**config.mk**
```make
export PLATFORM = sky130hd
export DESIGN_NAME = ssmv_mac
export DESIGN_NICKNAME = d
export VERILOG_FILES = /design/src/rtl/ssmv_pkg.sv /design/src/rtl/ssmv_mac.sv
export SDC_FILE = /design/constraint.sdc
export NUM_CORES = 2
export LEC_CHECK = 0
export BUFFER_PORTS_ARGS = -buffer_cell sky130_fd_sc_hd__clkbuf_2
export CAP_MARGIN = 20
export CORE_UTILIZATION = 61
export CTS_CLUSTER_DIAMETER = 100
export DETAILED_ROUTE_END_ITERATION = 10
export PLACE_DENSITY_LB_ADDON = 0.3
export SYNTH_ARGS = -nofsm -noshare
export SYNTH_HDL_FRONTEND = slang
export SYNTH_SLANG_ARGS = --single-unit
```
**constraint.sdc**
```tcl
create_clock -name clk -period 10.1 [get_ports clk]
set_input_delay 1.515 -clock clk [delete_from_list [all_inputs] [get_ports clk]]
set_output_delay 1.515 -clock clk [all_outputs]
set_load 0.05 [all_outputs]
```
**src/rtl/ssmv_pkg.sv**
```systemverilog
// Shared constants, types and codes for the symmetric sparse mat-vec accumulator.
`timescale 1ns / 1ps

package ssmv_pkg;

	// Vector storage
	localparam int VECTOR_LENGTH = 1024;
	localparam int IDX_W         = 10;
	localparam int ADDR_W        = $clog2(VECTOR_LENGTH);

	// Fixed-point widths: x and matrix values Q16.16, y Q32.16
	localparam int X_W    = 32;
	localparam int Y_W    = 48;
	localparam int FRAC_W = 16;
	localparam int PROD_W = 2 * X_W;
	// y memory word: saturation flag on top of the y value
	localparam int YMEM_W = Y_W + 1;

	// Transaction modes
	localparam logic [1:0] MODE_LOAD = 2'd0;
	localparam logic [1:0] MODE_ELEM = 2'd1;
	localparam logic [1:0] MODE_READ = 2'd2;

	// Saturation limits of the y accumulator
	localparam logic signed [Y_W-1:0] Y_MAX = {1'b0, {(Y_W-1){1'b1}}};
	localparam logic signed [Y_W-1:0] Y_MIN = {1'b1, {(Y_W-1){1'b0}}};

	// Controls from the sequencer to the multiply-accumulate unit
	typedef struct packed {
		logic mul_en;     // capture a new product
		logic acc_sel_rd; // 1: add onto y memory read data, 0: onto held y row entry
	} mac_ctrl_t;

endpackage

```
**src/rtl/ssmv_mac.sv**
```systemverilog
// Shared multiplier and saturating 48-bit accumulator for y updates.
`timescale 1ns / 1ps

module ssmv_mac (
	input  logic                                clk,
	input  ssmv_pkg::mac_ctrl_t                 ctrl,
	input  logic signed [ssmv_pkg::X_W-1:0]     elem_val,
	input  logic signed [ssmv_pkg::X_W-1:0]     x_op,
	input  logic [ssmv_pkg::YMEM_W-1:0]         y_held,
	input  logic [ssmv_pkg::YMEM_W-1:0]         y_rd,
	output logic [ssmv_pkg::YMEM_W-1:0]         y_new
);

	logic signed [ssmv_pkg::PROD_W-1:0] prod_s1;
	logic [ssmv_pkg::YMEM_W-1:0]        acc_word;
	logic signed [ssmv_pkg::Y_W-1:0]    term;
	logic signed [ssmv_pkg::Y_W:0]      sum_wide;
	logic                               ovf;
	logic signed [ssmv_pkg::Y_W-1:0]    sum_sat;

	// Product stage: full Q16.16 x Q16.16 product
	always_ff @(posedge clk) begin
		if (ctrl.mul_en) begin
			prod_s1 <= elem_val * x_op;
		end
	end

	// Accumulate stage: floor shift to Q32.16, add, clamp, sticky flag
	always_comb begin
		acc_word = ctrl.acc_sel_rd ? y_rd : y_held;
		// |product| <= 2^62, so the shifted term fits the y width
		term     = prod_s1[ssmv_pkg::FRAC_W +: ssmv_pkg::Y_W];
		sum_wide = {acc_word[ssmv_pkg::Y_W-1], acc_word[ssmv_pkg::Y_W-1:0]}
		         + {term[ssmv_pkg::Y_W-1], term};
		ovf      = sum_wide[ssmv_pkg::Y_W] != sum_wide[ssmv_pkg::Y_W-1];
		if (!ovf) begin
			sum_sat = sum_wide[ssmv_pkg::Y_W-1:0];
		end else if (sum_wide[ssmv_pkg::Y_W]) begin
			sum_sat = ssmv_pkg::Y_MIN;
		end else begin
			sum_sat = ssmv_pkg::Y_MAX;
		end
		y_new = {acc_word[ssmv_pkg::Y_W] | ovf, sum_sat};
	end

endmodule

```
# == Word-level counts from Yosys, hierarchy flattened ==
# Cells that the tools add are included.
# totals
ff_bits,64
in_bits,165
output_inout_bits,49
# classes
add_sub_neg,1
multipliers,1
eq_ne,1
mux,3
n_bitwise,1
# op_table
operator,count
48-bit 2-to-1 mux,2
32-bit by 32-bit multiplier with 64-bit output,1
48-bit by 48-bit adder with 49-bit output,1
49-bit 2-to-1 mux,1
1-bit != test,1
1-bit OR,1

# == Depth between registers and ports, before layout ==
# depth
ltp_word,4
depth_mapped,27

# == Least setup slack after synthesis ==
# OpenSTA, ideal clock, no wires.
# synth_path
kind,input to register
start,input port x_op[2] (netlist bit)
end,"register prod_s1[63] (netlist bit), data pin"
setup_ps,260
arrival_time_ps,9150
path_slack_ps,690
stages,24
path_cell_list,clkbuf_1 -> nand2_1 -> inv_1 -> fa_1 -> fa_1 -> fa_1 -> inv_1 -> fa_1 -> inv_1 -> fa_1 -> fa_1 -> inv_1 -> fa_1 -> fa_1 -> inv_1 -> ha_1 -> nand4_1 -> or4_1 -> or3b_2 -> o21ai_2 -> a31oi_1 -> a21oi_1 -> a21oi_1 -> xnor2_1
# synth_via
elab_chain_len,1
# synth_rtl
element,line_no,rtl
"start, declared",ssmv_mac.sv:8,"input logic signed [ssmv_pkg::X_W-1:0] x_op,"
32-bit by 32-bit multiplier with 64-bit output,ssmv_mac.sv:24,prod_s1 <= elem_val * x_op;
"end signal, assigned",ssmv_mac.sv:24,
"end, declared",ssmv_mac.sv:14,logic signed [ssmv_pkg::PROD_W-1:0] prod_s1;
# No other way between the ends.
# A chain may end at the register's enable or synchronous reset.

# == Final worst setup path ==
# layout_path
start,input port x_op[8] (netlist bit)
end,"register prod_s1[54] (netlist bit), data pin"
# Same word-level chain as after synthesis.

==> impl_results.md <==
- Max reg flops: 48
- Critical Path AT: 9.45 ns
- Max stage delay on crit path: 0.57 ns
- Fraction of layout cells with a size suffix above 1: 8.77%
- Status: finished clean
- Largest regs: prod_s1 (48)
- Vias per cell: approximately 5.6
- Die area: 0.0665 sq mm
- Highest Clock Rate: ~110 MHz
- Cell family with most CP delay: adder cells
- Setup crit end kind: flip-flop
- HP Class: input port to flip-flop
- WL/cell: 19.8 um
- TritonCTS sink count: 48
- Iteration count of the initial detailed-routing pass: 5
- Final Cycle Share: 93.0%
- Gpl congestion: 0.920
- Hold path startpoint: ctrl[1]
- Most common cell after layout, fill and taps aside: fa_1
- Number of synthesized register bits: 48
- Setup Fix Bufs, Post-CTS: 0
- Inserted Clock Buffers: 5
- Post-Route Setup TNS: 0 ns
- Pin count of the biggest net entering global routing: just under 50
- Post-detailed-routing wire length: 102 mm
- Via count: 29,000
- Clock Tree Buf Depth: 2
- Ys Warns: 0
- Met2 WL: ~52 mm
- RSZ-0062 raised after global routing: false
- Max Fanout on Critical Path: 23
- Most frequent CP cell: fa_1
- Grt ovf: 0
- DRT iter0 DRCs: 1,713
- Worst slew margin: 39.3%
- Final count of negative-setup-slack endpoints: 0
- Most frequent cells in the layout: 1,082 x fa_1, 957 x inv_1, 531 x nand2_1
- CP bufs+invs: 7
- Syn nets: 5,679
- IO Pins: roughly 210
- Initial core utilization: 61.8%
- Max Slew Vio Count: 0
- Vias in the first global route: 33,000
- Syn avg cell area: 9.50 sq um
- Hold_ws: 1.86 ns
- Final net count: around 5,800
- Initial antenna violation count: 2
- Fin crit period: approximately 9.4 ns
- Metal-1 WL: 37.7 mm
- PostCTS Resize Cnt: 0
- Dpl ws: 0.375 ns
- Critical Path RT: 10.16 ns
- Sequential area share after synthesis: approximately 3.6%
- Netlist cell types: 68
- Element type at the critical path start: input port
- Max-cap violation count: 0
- Max Used Layer: met4
- Post-layout util: 65.1%
- CTS tree: built
- Worst setup startpoint: x_op[8]
- Fillers: ~5,300
- First-pass GRT wire length: 170 mm
- Rows: 93
- Ys async rst share: 0%
- GRT Total Usage: 32.6%
- Worst setup path class: input port to flip-flop
- Routed Antenna Nets: 0
- Hpwl dp: 86.9 mm
- Worst slew pin tran: 0.910 ns
- # hold bufs at CTS: 0
- Number of remaining DRC errors: 0
- Area growth from synthesis to layout: 5.28%
- Post-synth top flop: edfxtp_1
- Diode count: 0
- CTS clk-pin slew, worst paths: 0.07 ns
- Slowest-stage cell, CP: fa_1
- Core Area: 0.0646 sq mm
- Clk root buf: clkbuf_16
- Fin worst setup slack: 0.704 ns
- Hold Violations, Final: 0
- H-Tree Depth: 2
- Post-synth design cell area: 0.0399 sq mm
- Met3 wire len: 5.86 mm
- EDFF count, synth: 48
- Die X: 258 um
- Syn Inst Count: 4,204
- Largest Register: prod_s1
- Die Height: 258 um
- Port-buffer cells: ~210
## Yosys cell counts (5+ instances only)
master / count / area [sq um]
or3_1: 5 / 31.3
edfxtp_1: 48 / 1440
clkbuf_1: 206 / 773
a221oi_1: 7 / 61.3
o21bai_1: 9 / 67.6
nor3_1: 10 / 50.1
o21ai_0: 50 / 250
xor2_1: 43 / 377
fa_1: 1082 / 21700
mux2_2: 47 / 529
and2_1: 513 / 3210
a211oi_1: 6 / 45.0
ha_1: 228 / 2850
nor2_1: 63 / 236
and3_1: 11 / 68.8
a31oi_1: 11 / 68.8
nand3_1: 15 / 75.1
o21a_1: 15 / 113
nand4_1: 14 / 87.6
nand2b_1: 16 / 100
a21oi_1: 107 / 536
a21o_1: 54 / 405
inv_1: 957 / 3590
xnor2_1: 59 / 517
o221ai_1: 5 / 43.8
buf_6: 5 / 56.3
nand2_1: 531 / 1990
nor2b_1: 6 / 37.5
a21oi_2: 6 / 52.6
buf_2: 8 / 40.0
## logic make-up after synthesis
| family | count (synthesis) | synth area share, % |
|---|---|---|
| adders and majority gates | 1310 | 61.4 |
| xor gates and xnor gates | 103 | 2.28 |
| buffers and inverters | 1181 | 11.2 |
| DFF | 48 | 3.61 |
| and+or+nand+nor | 1199 | 15.0 |
| AOI/OAI and AO/OA | 314 | 5.09 |
| muxes | 49 | 1.38 |
## final timing paths
| kind | slack, ns | to | cells past startpoint |
|---|---|---|---|
| max | 0.70 | prod_s1[54]$_DFFE_PP_ | 27 |
| min | 1.86 | prod_s1[25]$_DFFE_PP_ | 2 |
## metal layers
metal,global-route usage (%),up-vias
li1,-,12500
met1,39.6,15000
met2,58.2,1128
met3,3.30,348
met4,15.8,0
met5,0,-
## layout make-up
class	instances	area (sq um)	share of cell area, %
sequential	48	1440	3.43
timing repair buffer	298	1730	4.11
clock buffer	5	125	0.298
multi-input combinational	2975	34000	80.9
inverter	957	3590	8.54
clock inverter	3	68.8	0.164
tap	855	1070	2.54
## metrics by stage
step / std cells / area, sq um
after global routing: 5141 / 42000
after global placement: 5133 / 41900
after detailed placement: 5133 / 41900
after CTS: 5141 / 42000
final: 5141 / 42000
after floorplan: 4204 / 39900
Power is left out: the tool's default activity adds up to more than one toggle a clock period on the data nets, which glitch-free logic cannot reach.
